--- src/rtl/channel_subscriber_table_unit_macros.svh ---
// ----------------------------------------------------------------------------
// channel_subscriber_table_unit assertion macros
// Implication checks on the block clock, disabled while reset is high.
// ----------------------------------------------------------------------------
`ifndef CHANNEL_SUBSCRIBER_TABLE_UNIT_MACROS_SVH
`define CHANNEL_SUBSCRIBER_TABLE_UNIT_MACROS_SVH

`ifndef NO_ASSERTIONS
// same-cycle implication
`define CST_ASSERT_IMPL(lbl, clk, rst, a, b) \
  lbl: assert property (@(posedge clk) disable iff (rst) (a) |-> (b)) \
    else $error("cst assertion failed");
// next-cycle implication
`define CST_ASSERT_NEXT(lbl, clk, rst, a, b) \
  lbl: assert property (@(posedge clk) disable iff (rst) (a) |=> (b)) \
    else $error("cst assertion failed");
`else
`define CST_ASSERT_IMPL(lbl, clk, rst, a, b)
`define CST_ASSERT_NEXT(lbl, clk, rst, a, b)
`endif

`endif

--- src/rtl/cst_pkg.sv ---
`timescale 1ns / 1ps
// ----------------------------------------------------------------------------
// cst_pkg
// Types and codes shared by the channel subscriber table.
// ----------------------------------------------------------------------------
package cst_pkg;

  localparam int ID_W     = 16;
  localparam int CHAN_W   = 4;
  localparam int STATUS_W = 2;

  typedef enum logic [1:0] {
    OP_SUBSCRIBE   = 2'd0,
    OP_UNSUBSCRIBE = 2'd1,
    OP_UNSUB_ALL   = 2'd2,
    OP_PUBLISH     = 2'd3
  } op_t;

  localparam logic [STATUS_W-1:0] ST_OK      = 2'd0;
  localparam logic [STATUS_W-1:0] ST_FULL    = 2'd1;
  localparam logic [STATUS_W-1:0] ST_NOT_SUB = 2'd2;

  typedef enum logic [1:0] {
    S_CLEAR,
    S_IDLE,
    S_SCAN,
    S_FLUSH
  } state_t;

endpackage

--- src/rtl/cst_ram.sv ---
`timescale 1ns / 1ps
// ----------------------------------------------------------------------------
// cst_ram
// Simple dual-port RAM, one write port, one read port with registered data.
// ----------------------------------------------------------------------------
module cst_ram #(
  parameter int WIDTH = 16,
  parameter int DEPTH = 128
) (
  input  logic                                 clk,
  input  logic                                 we,
  input  logic [(DEPTH > 1 ? $clog2(DEPTH) : 1)-1:0] waddr,
  input  logic [WIDTH-1:0]                     wdata,
  input  logic [(DEPTH > 1 ? $clog2(DEPTH) : 1)-1:0] raddr,
  output logic [WIDTH-1:0]                     rdata
);

  logic [WIDTH-1:0] mem [DEPTH];

  always_ff @(posedge clk) begin
    if (we) begin
      mem[waddr] <= wdata;
    end
    rdata <= mem[raddr];
  end

endmodule

--- src/rtl/channel_subscriber_table_unit.sv ---
`timescale 1ns / 1ps
// ----------------------------------------------------------------------------
// channel_subscriber_table_unit
// Per-channel subscriber table with subscribe, unsubscribe and publish.
// ----------------------------------------------------------------------------
// A request is taken when start is high and busy is low. Results come out on
// valid, one cycle each, and cannot be held off, so the receiver must take a
// result in every cycle that valid is high. The table sits in one RAM with a
// single read port and is walked one slot a cycle, but for a read dropped by
// unsubscribe-all. Subscribe and unsubscribe stop at the first matching slot
// or the last slot of the channel, publish reads every slot and spreads its
// results over the walk, and unsubscribe-all moves on to the next channel once
// the id is removed from one. After reset busy stays high while the RAM is cleared.
module channel_subscriber_table_unit #(
  parameter int CHANNELS = 16,
  parameter int SLOTS    = 8
) (
  input  logic                         clk,
  input  logic                         rst,
  input  logic                         start,
  output logic                         busy,
  input  logic [1:0]                   operation,
  input  logic [cst_pkg::CHAN_W-1:0]   channel,
  input  logic [cst_pkg::ID_W-1:0]     subscriber,
  output logic                         valid,
  output logic [cst_pkg::STATUS_W-1:0] status,
  output logic                         has_target,
  output logic [cst_pkg::ID_W-1:0]     target_id,
  output logic [cst_pkg::CHAN_W-1:0]   target_channel,
  output logic                         last
);

  `include "channel_subscriber_table_unit_macros.svh"

  localparam int DEPTH = CHANNELS * SLOTS;
  localparam int AW    = DEPTH > 1 ? $clog2(DEPTH) : 1;
  localparam int CW    = CHANNELS > 1 ? $clog2(CHANNELS) : 1;
  localparam int SW    = SLOTS > 1 ? $clog2(SLOTS) : 1;
  localparam logic [CW-1:0] LAST_CHAN = CW'(CHANNELS - 1);
  localparam logic [SW-1:0] LAST_SLOT = SW'(SLOTS - 1);
  localparam logic [AW-1:0] LAST_ADDR = AW'(DEPTH - 1);

  cst_pkg::state_t state, state_next;
  cst_pkg::op_t    op, op_next;

  logic [cst_pkg::CHAN_W-1:0] req_chan, req_chan_next;
  logic [cst_pkg::ID_W-1:0]   sub_id, sub_id_next;
  logic                       rd_active, rd_active_next;
  logic [CW-1:0]              rd_chan, rd_chan_next;
  logic [SW-1:0]              rd_slot, rd_slot_next;
  logic                       d_valid, d_valid_next;
  logic [AW-1:0]              d_addr, d_addr_next;
  logic [CW-1:0]              d_chan, d_chan_next;
  logic                       d_last_slot, d_last_slot_next;
  logic                       pend_valid, pend_valid_next;
  logic [cst_pkg::ID_W-1:0]   pend_id, pend_id_next;
  logic [AW-1:0]              clr_addr, clr_addr_next;

  logic                         valid_next, has_target_next, last_next;
  logic [cst_pkg::STATUS_W-1:0] status_next;
  logic [cst_pkg::ID_W-1:0]     target_id_next;
  logic [cst_pkg::CHAN_W-1:0]   target_channel_next;

  logic                     ram_we;
  logic [AW-1:0]            ram_waddr, ram_raddr;
  logic [cst_pkg::ID_W-1:0] ram_wdata, ram_rdata;

  logic accept;
  logic in_range;
  logic match;

  cst_ram #(
    .WIDTH (cst_pkg::ID_W),
    .DEPTH (DEPTH)
  ) u_table (
    .clk   (clk),
    .we    (ram_we),
    .waddr (ram_waddr),
    .wdata (ram_wdata),
    .raddr (ram_raddr),
    .rdata (ram_rdata)
  );

  assign busy     = (state != cst_pkg::S_IDLE);
  assign accept   = start && !busy;
  assign in_range = (32'(channel) < 32'(CHANNELS));

  always_comb begin
    unique case (op)
      cst_pkg::OP_SUBSCRIBE: match = (ram_rdata == '0);
      default:               match = (ram_rdata == sub_id);
    endcase
  end

  always_ff @(posedge clk) begin
    if (rst) begin
      state      <= cst_pkg::S_CLEAR;
      clr_addr   <= '0;
      rd_active  <= 1'b0;
      d_valid    <= 1'b0;
      pend_valid <= 1'b0;
      valid      <= 1'b0;
    end else begin
      state      <= state_next;
      clr_addr   <= clr_addr_next;
      rd_active  <= rd_active_next;
      d_valid    <= d_valid_next;
      pend_valid <= pend_valid_next;
      valid      <= valid_next;
    end
    op             <= op_next;
    req_chan       <= req_chan_next;
    sub_id         <= sub_id_next;
    rd_chan        <= rd_chan_next;
    rd_slot        <= rd_slot_next;
    d_addr         <= d_addr_next;
    d_chan         <= d_chan_next;
    d_last_slot    <= d_last_slot_next;
    pend_id        <= pend_id_next;
    status         <= status_next;
    has_target     <= has_target_next;
    target_id      <= target_id_next;
    target_channel <= target_channel_next;
    last           <= last_next;
  end

  always_comb begin
    state_next          = state;
    op_next             = op;
    req_chan_next       = req_chan;
    sub_id_next         = sub_id;
    rd_active_next      = rd_active;
    rd_chan_next        = rd_chan;
    rd_slot_next        = rd_slot;
    d_valid_next        = 1'b0;
    d_addr_next         = d_addr;
    d_chan_next         = d_chan;
    d_last_slot_next    = d_last_slot;
    pend_valid_next     = pend_valid;
    pend_id_next        = pend_id;
    clr_addr_next       = clr_addr;
    valid_next          = 1'b0;
    status_next         = cst_pkg::ST_OK;
    has_target_next     = 1'b0;
    target_id_next      = '0;
    target_channel_next = '0;
    last_next           = 1'b1;
    ram_we              = 1'b0;
    ram_waddr           = d_addr;
    ram_wdata           = '0;
    ram_raddr           = AW'(32'(rd_chan) * SLOTS + 32'(rd_slot));

    unique case (state)
      cst_pkg::S_CLEAR: begin
        ram_we        = 1'b1;
        ram_waddr     = clr_addr;
        clr_addr_next = clr_addr + AW'(1);
        if (clr_addr == LAST_ADDR) begin
          state_next = cst_pkg::S_IDLE;
        end
      end

      cst_pkg::S_IDLE: begin
        if (accept) begin
          op_next         = cst_pkg::op_t'(operation);
          req_chan_next   = channel;
          sub_id_next     = subscriber;
          pend_valid_next = 1'b0;
          rd_slot_next    = '0;
          if (cst_pkg::op_t'(operation) == cst_pkg::OP_UNSUB_ALL) begin
            rd_chan_next   = '0;
            rd_active_next = 1'b1;
            state_next     = cst_pkg::S_SCAN;
          end else if (in_range) begin
            rd_chan_next   = CW'(channel);
            rd_active_next = 1'b1;
            state_next     = cst_pkg::S_SCAN;
          end else begin
            // channel with no slots: answer at once, table untouched
            valid_next = 1'b1;
            unique case (cst_pkg::op_t'(operation))
              cst_pkg::OP_SUBSCRIBE:   status_next = cst_pkg::ST_FULL;
              cst_pkg::OP_UNSUBSCRIBE: status_next = cst_pkg::ST_NOT_SUB;
              default:                 target_channel_next = channel;
            endcase
          end
        end
      end

      cst_pkg::S_SCAN: begin
        // read issue stage
        if (rd_active) begin
          d_valid_next     = 1'b1;
          d_addr_next      = ram_raddr;
          d_chan_next      = rd_chan;
          d_last_slot_next = (rd_slot == LAST_SLOT);
          if (rd_slot == LAST_SLOT) begin
            rd_slot_next = '0;
            if (op == cst_pkg::OP_UNSUB_ALL && rd_chan != LAST_CHAN) begin
              rd_chan_next = rd_chan + CW'(1);
            end else begin
              rd_active_next = 1'b0;
            end
          end else begin
            rd_slot_next = rd_slot + SW'(1);
          end
        end

        // data stage, for the read issued the cycle before
        if (d_valid) begin
          unique case (op) inside
            cst_pkg::OP_SUBSCRIBE, cst_pkg::OP_UNSUBSCRIBE: begin
              if (match || d_last_slot) begin
                valid_next     = 1'b1;
                state_next     = cst_pkg::S_IDLE;
                rd_active_next = 1'b0;
                d_valid_next   = 1'b0;
                if (match) begin
                  ram_we    = 1'b1;
                  ram_wdata = (op == cst_pkg::OP_SUBSCRIBE) ? sub_id : '0;
                end else if (op == cst_pkg::OP_SUBSCRIBE) begin
                  status_next = cst_pkg::ST_FULL;
                end else begin
                  status_next = cst_pkg::ST_NOT_SUB;
                end
              end
            end

            cst_pkg::OP_UNSUB_ALL: begin
              if (match) begin
                ram_we = 1'b1;
              end
              if ((match || d_last_slot) && d_chan == LAST_CHAN) begin
                valid_next     = 1'b1;
                state_next     = cst_pkg::S_IDLE;
                rd_active_next = 1'b0;
                d_valid_next   = 1'b0;
              end else if (match) begin
                // drop the read in flight, restart on the next channel
                d_valid_next   = 1'b0;
                rd_chan_next   = d_chan + CW'(1);
                rd_slot_next   = '0;
                rd_active_next = 1'b1;
              end
            end

            default: begin
              // publish: hold one hit back so the final one can carry last
              if (ram_rdata != '0) begin
                if (pend_valid) begin
                  valid_next          = 1'b1;
                  has_target_next     = 1'b1;
                  target_id_next      = pend_id;
                  target_channel_next = req_chan;
                  last_next           = 1'b0;
                end
                pend_valid_next = 1'b1;
                pend_id_next    = ram_rdata;
              end
              if (d_last_slot) begin
                state_next = cst_pkg::S_FLUSH;
              end
            end
          endcase
        end
      end

      cst_pkg::S_FLUSH: begin
        valid_next          = 1'b1;
        has_target_next     = pend_valid;
        target_id_next      = pend_valid ? pend_id : '0;
        target_channel_next = req_chan;
        state_next          = cst_pkg::S_IDLE;
      end

      default: begin
        state_next = cst_pkg::S_IDLE;
      end
    endcase
  end

  `CST_ASSERT_IMPL(a_no_write_idle, clk, rst, state == cst_pkg::S_IDLE, !ram_we)
  `CST_ASSERT_IMPL(a_inner_has_target, clk, rst, valid && !last, has_target)
  `CST_ASSERT_NEXT(a_accept_progress, clk, rst, accept, busy || valid)

endmodule

--- config.mk ---
export PLATFORM = sky130hd
export DESIGN_NAME = channel_subscriber_table_unit
export DESIGN_NICKNAME = d
export VERILOG_FILES = /design/src/rtl/cst_pkg.sv /design/src/rtl/cst_ram.sv /design/src/rtl/channel_subscriber_table_unit.sv
export VERILOG_INCLUDE_DIRS = /design/src /design/src/rtl
export SDC_FILE = /design/constraint.sdc
export NUM_CORES = 2
export LEC_CHECK = 0
export ABC_CLOCK_PERIOD_IN_PS = 5250
export BUFFER_PORTS_ARGS = -buffer_cell sky130_fd_sc_hd__buf_4
export CAP_MARGIN = 20
export CORE_MARGIN = 10
export CORE_UTILIZATION = 45
export DETAILED_ROUTE_END_ITERATION = 6
export GPL_ROUTABILITY_DRIVEN = 0
export PLACE_DENSITY = 0.6
export SYNTH_ARGS = -nofsm -noshare
export SYNTH_HDL_FRONTEND = slang
export SYNTH_SLANG_ARGS = --single-unit
--- constraint.sdc ---
create_clock -name clk -period 5.25 [get_ports clk]
set_input_delay 0.525 -clock clk [delete_from_list [all_inputs] [get_ports clk]]
set_output_delay 0.525 -clock clk [all_outputs]
set_load 0.005 [all_outputs]
## After elaboration in Yosys (flattened, before gate mapping)

Memories as Yosys holds them, arrays and structs flattened. A register that Yosys moved wholly into a read port is not among the register bits.
Index checks and enable logic that the tools add are counted.

| word-level totals | value |
|---|---|
| register bits after elaboration | 94 |
| memory bits (writable) | 2048 |
| logic and storage cells | 157 |
| memories | 1 |
| output and inout port bits | 26 |
| input port bits | 25 |

| cells by class | value |
|---|---|
| reductions and logical operators | 21 |
| equal/unequal tests | 20 |
| add/sub/neg operators | 5 |
| bitwise gates (word level) | 6 |
| mux-type cells | 84 |

Memory list:

| name | depth | width | rd ports | clocked after memory_dff | wr ports | RTL line | source |
|---|---|---|---|---|---|---|---|
| u_table.mem | 128 | 16 | 1 | 1 | 1 | cst_ram.sv:18 | `logic [WIDTH-1:0] mem [DEPTH];` |

Operators by type and width:

| kind | number |
|---|---|
| 2-to-1 mux 16 bit | 10 |
| 2-to-1 mux 4 bit | 13 |
| case mux 16 bit (2 select lines) | 1 |
| 2-to-1 mux 1 bit | 31 |
| 2-to-1 mux 3 bit | 7 |
| case mux 1 bit (2 select lines) | 9 |
| equality test 16 bit | 1 |
| logical NOT 16 bit | 1 |
| case mux 4 bit (2 select lines) | 2 |
| nonzero test 16 bit | 1 |
| 2-to-1 mux 2 bit | 7 |
| inequality test 2 bit (second input constant) | 5 |
| adder 4 x 1 -> 4 bit (second input constant) | 2 |
| equality test 2 bit (second input constant) | 4 |
| inequality test 4 bit (second input constant) | 2 |
| case mux 2 bit (4 select lines) | 1 |
| adder 7 x 1 -> 7 bit (second input constant) | 1 |
| adder 7 x 3 -> 7 bit | 1 |
| equality test 7 bit (second input constant) | 1 |
| 2-to-1 mux 7 bit | 1 |
| inequality test 3 bit (second input constant) | 2 |
| inverter 1 bit | 6 |
| case mux 3 bit (2 select lines) | 1 |
| AND reduction 2 bit | 3 |
| other kinds (18) | 23 |

## Logic depth before layout (Yosys ltp)

| logic depth | value |
|---|---|
| word-level depth | 10 |
| gate-level depth with buffers | 10 |
| mapped depth without buffers | 8 |

## Hierarchy

A second synthesis with hierarchy kept.

| second synthesis, totals | value |
|---|---|
| cell total of the unflattened synthesis | 3389 |
| area, all modules | 82313.9 sq um |

Modules (own cells, without submodules):

| module | area each (sq um) | cells an instance | times used |
|---|---|---|---|
| cst_ram | 78526.6 | 3086 | 1 |
| channel_subscriber_table_unit | 3787.4 | 303 | 1 |

## Worst setup path after synthesis

No wires, ideal clock.

| timing | value |
|---|---|
| kind | register to register |
| start | register u_table.rdata[14], read port of u_table.mem |
| end | memory u_table.mem[0][10] (data pin) |
| path slack | 1.288 ns |
| data required time | 4.715 ns |
| cell stages (with the launch flop) | 7 |
| arrival time | 3.427 ns |
| path buffers | 2 |
| setup time | 0.535 ns |
| cell sequence | dfxtp_1 -> nor4_1 -> and4_1 -> clkbuf_1 -> nor4b_1 -> clkbuf_1 -> and2_1 |

| on the way | value |
|---|---|
| longest elaborated chain between the ends | 7 |
| elaborated cells on any way between the ends | 9 |
| classes of those cells | 1 x eq/ne; 6 x mux; 2 x reduce/logical |

RTL lines:

| item | RTL line | source |
|---|---|---|
| start: declaration | cst_ram.sv:15 | `output logic [WIDTH-1:0] rdata` |
| equality test 16 bit or logical NOT 16 bit (tied branches) | channel_subscriber_table_unit.sv:91, channel_subscriber_table_unit.sv:90 |  |
| 2-to-1 mux 1 bit * | channel_subscriber_table_unit.sv:89 | `unique case (op)` |
| 2-to-1 mux 16 bit or logical OR 1 bit (tied branches) | channel_subscriber_table_unit.sv:218, channel_subscriber_table_unit.sv:213 |  |
| 2-to-1 mux 16 bit * | channel_subscriber_table_unit.sv:213 | `if (match \|\| d_last_slot) begin` |
| 2-to-1 mux 16 bit * | channel_subscriber_table_unit.sv:211 | `unique case (op) inside` |
| 2-to-1 mux 16 bit * | channel_subscriber_table_unit.sv:210 | `if (d_valid) begin` |
| 2-to-1 mux 16 bit * | channel_subscriber_table_unit.sv:153 | `unique case (state)` |
| named net ram_wdata, one bit | channel_subscriber_table_unit.sv:66 | `logic [cst_pkg::ID_W-1:0] ram_wdata, ram_rdata;` |
| end: declaration | cst_ram.sv:18 |  |

Mark *: on every way through the listed nets, which the timed path passes. The rest lies on a longest branch.

## Worst setup path in the final report

| timing | value |
|---|---|
| start | register state[0] |
| end | memory u_table.mem[38][4], enable pin |

| on the way | value |
|---|---|
| longest elaborated chain between the ends | 4 |
| elaborated cells on any way between the ends | 6 |
| classes of those cells | 1 x eq/ne; 4 x mux; 1 x reduce/logical |

RTL lines:

| item | RTL line | source |
|---|---|---|
| start: declaration | channel_subscriber_table_unit.sv:43 | `cst_pkg::state_t state, state_next;` |
| start signal: assignment | channel_subscriber_table_unit.sv:97 | `state <= cst_pkg::S_CLEAR;` |
| start signal: assignment | channel_subscriber_table_unit.sv:104 | `state <= state_next;` |
| equality test 2 bit or logical NOT 2 bit (tied branches) | channel_subscriber_table_unit.sv:153 |  |
| case mux 1 bit (2 select lines) | channel_subscriber_table_unit.sv:153 |  |
| 2-to-1 mux 1 bit | cst_ram.sv:21 | `if (we) begin` |
| 2-to-1 mux 1 bit (implied by the code) | cst_ram.sv:22 | `mem[waddr] <= wdata;` |

Several ways; a longest one is shown, not always the timed one.

==> qor.yml <==
cells_and_area:
  nets: 3991
  final_common_cell: "edfxtp_1"
  stdcell_area_um2: 93300
  ff_latch_area_um2: 64200
  layout_common_cells: "edfxtp_1 (2101), mux4_2 (512), o22ai_1 (272), buf_4 (252), clkbuf_16 (216)"
  syn2layout_area_growth_pct: 14.7
  drive_gt1_share_pct: 28.4
  fin_util_pct: 52.1
  n_fill_cell: 13800
  multi_input_area_um2: 16500
pwr:
  p_per_area_nw_per_um2: 374
  leakage_nw: 24.5
  vdd_drop_max_v: 0.000264
synth:
  synth_fa_ha_area_share_pct: 0.154
  synth_cell_types: 53
  ys.warnings.count: 0
  yosysSeqAreaShare_pct: 78.9
  synth-edff-count: 2101
  synth-xor-area-share_pct: 0.269
  synth-seq-cells: 2154
  synth_top_family_by_area: "multiplexers"
  synthCells: 3641
  syn_area_um2: 81300
  synth-simple-area-share_pct: 2.37
  synth-main-ff-cell: "edfxtp_1"
  synth_mux_area_share_pct: 14.3
  async_reset_ff_share_pct: 0
  synth-compound-area-share_pct: 2.67
  synthesis.nets: 3676
  avgSynthCellArea_um2: 22.3
die:
  coreArea_um2: 179000
  die_x_um: 445
  start_util_pct: 45.4
  dieArea_um2: 198000
  die_y_um: 445
  rows: 155
  ios: 51
critical_path:
  path_cells: "inv_1, ha_1, nand2_1, a2111oi_1, o21ai_0, o21ai_1, nand2_1, buf_4, nor2_1, buf_4"
  r2r_slack_ns: 1.22
  startpoint: "state[0]$_SDFFE_PP0P_"
  crit_path_end_kind: "flip-flop"
  crit_fanout: 15
  cp.required_ns: 5.82
  reg2reg_from: "state[0]$_SDFFE_PP0P_"
  setup.worst_path.start_class: "flip-flop"
  crit_type: "reg2reg"
  cp.buffers_inverters: 3
  crit_slowest_cell: "nor2_1"
  crit_arrival_ns: 4.59
  crit_family: "simple AND/OR/NAND/NOR gates"
  cpPeakStageDelay_ns: 0.71
sta:
  tns_ns: 0
  fmax_ghz: 0.248
  slew_headroom_pct: 22.6
  drv_slew: 0
  fin_crit_sh_pct: 76.7
  setup_ws_ns: 1.22
  fin_crit_ns: 4.03
  setup_viol: 0
  grt_setup_unrepaired: "false"
  hold_viol: 0
  skew_ns: 0.0647
  worst_slew_pin_slew_ns: 1.16
global_route:
  grt_max_degree: 126
  grt_pass1_vias: 38600
  grt_overflow: 0
  grt_antenna_before_repair: 16
  track_usage_pct: 20.2
  grt_pass1_wl_um: 290000
clock_network:
  cts_root_buf: "clkbuf_16"
  cts.path.max_buffers: 3
  clock_latency_ns: 0.89
  cts_tree: "yes"
  path_clk_slew_ns: 0.06
  h-tree-depth: 4
  cts.repair.resized: 0
  cts_sinks: 2154
  numCtsBuffers: 215
route:
  detail-route-antenna-nets: 0
  drt_pass1_iterations: 6
  viasPerCell: 6.06
  wl_per_cell_um: 31.2
  drc: 0
  routed_wl_um: 203000
  num_vias: 39400
  drt_iter0_drc: 5649
place:
  pre_cts_ws_ns: 1.33
  port_buffers: 50
  dp_hpwl_um: 120000
  placed_cell_area_um2: 86100
worst_hold_path:
  min_path_type: "in2reg"
  min_from: "start"
outcome:
  outcome: "finished clean"
run:
  maxCapViolCount: 0
## power breakdown
part           switching, W  total [W]  internal, W
Combinational      0.000742    0.00108     0.000339
Sequential        0.0000820     0.0189       0.0188
Clock               0.00657     0.0150      0.00840
Total               0.00740     0.0349       0.0275
## worst register-to-register path, stage by stage, from the launching register on
cell	delay (ns)
dfxtp_1	0.36
inv_1	0.10
ha_1	0.48
nand2_1	0.25
a2111oi_1	0.50
o21ai_0	0.17
o21ai_1	0.39
nand2_1	0.13
buf_4	0.29
nor2_1	0.73
buf_4	0.31
## through the flow
stage | total power [W] | instances | hold WS, ns
after floorplan | 0.0198 | 3641 | 0.371
after global placement | 0.0203 | 6066 | 0.383
after detailed placement | 0.0203 | 6070 | 0.387
after CTS | 0.0352 | 6496 | 0.120
after global routing | 0.0359 | 6498 | 0.219
final | 0.0349 | 6499 | 0.211
## per-layer routing
| metal | share of wire (%) | wire (µm) | global-route usage, % | vias up |
|---|---|---|---|---|
| li1 | - | - | - | 16200 |
| met1 | 43 | 86900 | 30.6 | 21100 |
| met2 | 46 | 92600 | 30.0 | 1822 |
| met3 | 8.8 | 17800 | 3.68 | 276 |
| met4 | 2.8 | 5600 | 5.97 | 2 |
| met5 | 0.0064 | 13 | 0 | - |
## final timing paths
kind                                  endpoint  cells after the start
setup reg to reg  u_table.mem[38][4]$_DFFE_PP_                     10
hold / removal          rd_active$_SDFFE_PP0P_                      6
setup / recovery  u_table.mem[38][4]$_DFFE_PP_                     10
hold reg to reg                last$_SDFF_PP1_                      1
## final cells by class
type	count	share of cell area [%]
Antenna cell	2	0.00537
Clock inverter	133	1.38
Inverter	19	0.0765
Multi-Input combinational cell	1263	17.7
Timing Repair Buffer	303	2.86
Clock buffer	270	6.05
Tap cell	2355	3.16
Sequential cell	2154	68.8
## cells in the mapped netlist, drive strengths merged, types with 19 or more instances
master,instances,share of area [%]
nand2,46,0.21
and2,34,0.26
mux4,512,14
or4,49,0.45
clkbuf,87,0.40
nor2,112,0.52
xor2,19,0.20
dfxtp,53,1.3
inv,19,0.088
nor4,25,0.19
nor3,69,0.42
buf,118,0.86
o22ai,272,2.1
edfxtp,2101,78
## timing repair
item | in CTS | in global routing
hold endpoints to repair | 39 | 0
setup endpoints to repair | 0 | 0
hold buffers | 23 | 0
setup buffers | 0 | 0
## sequential cells by signal, indices dropped and copies added, names as in the netlist
register	flops
op	2
state	2
pend_valid	1
d_valid	1
valid	1
d_addr	7
d_last_slot	1
clr_addr	7
status	2
req_chan	4
has_target	1
rd_chan	4
sub_id	16
rd_active	1
u_table.rdata	16
pend_id	16
u_table.mem	2048
last	1
target_id	16
rd_slot	3
target_channel	4
## cell families (layout without fill, tap and decap cells)
group                    Yosys count  in the layout
other                              0              2
AO/OA/AOI/OAI                    333            333
buffers and inverters            224            725
flip-flops                      2154           2154
multiplexers                     519            519
adder cells (fa/ha/maj)           10             10
XOR/XNOR                          25             25
AND/OR/NAND/NOR                  376            376
(Power assumes the default switching activity.)
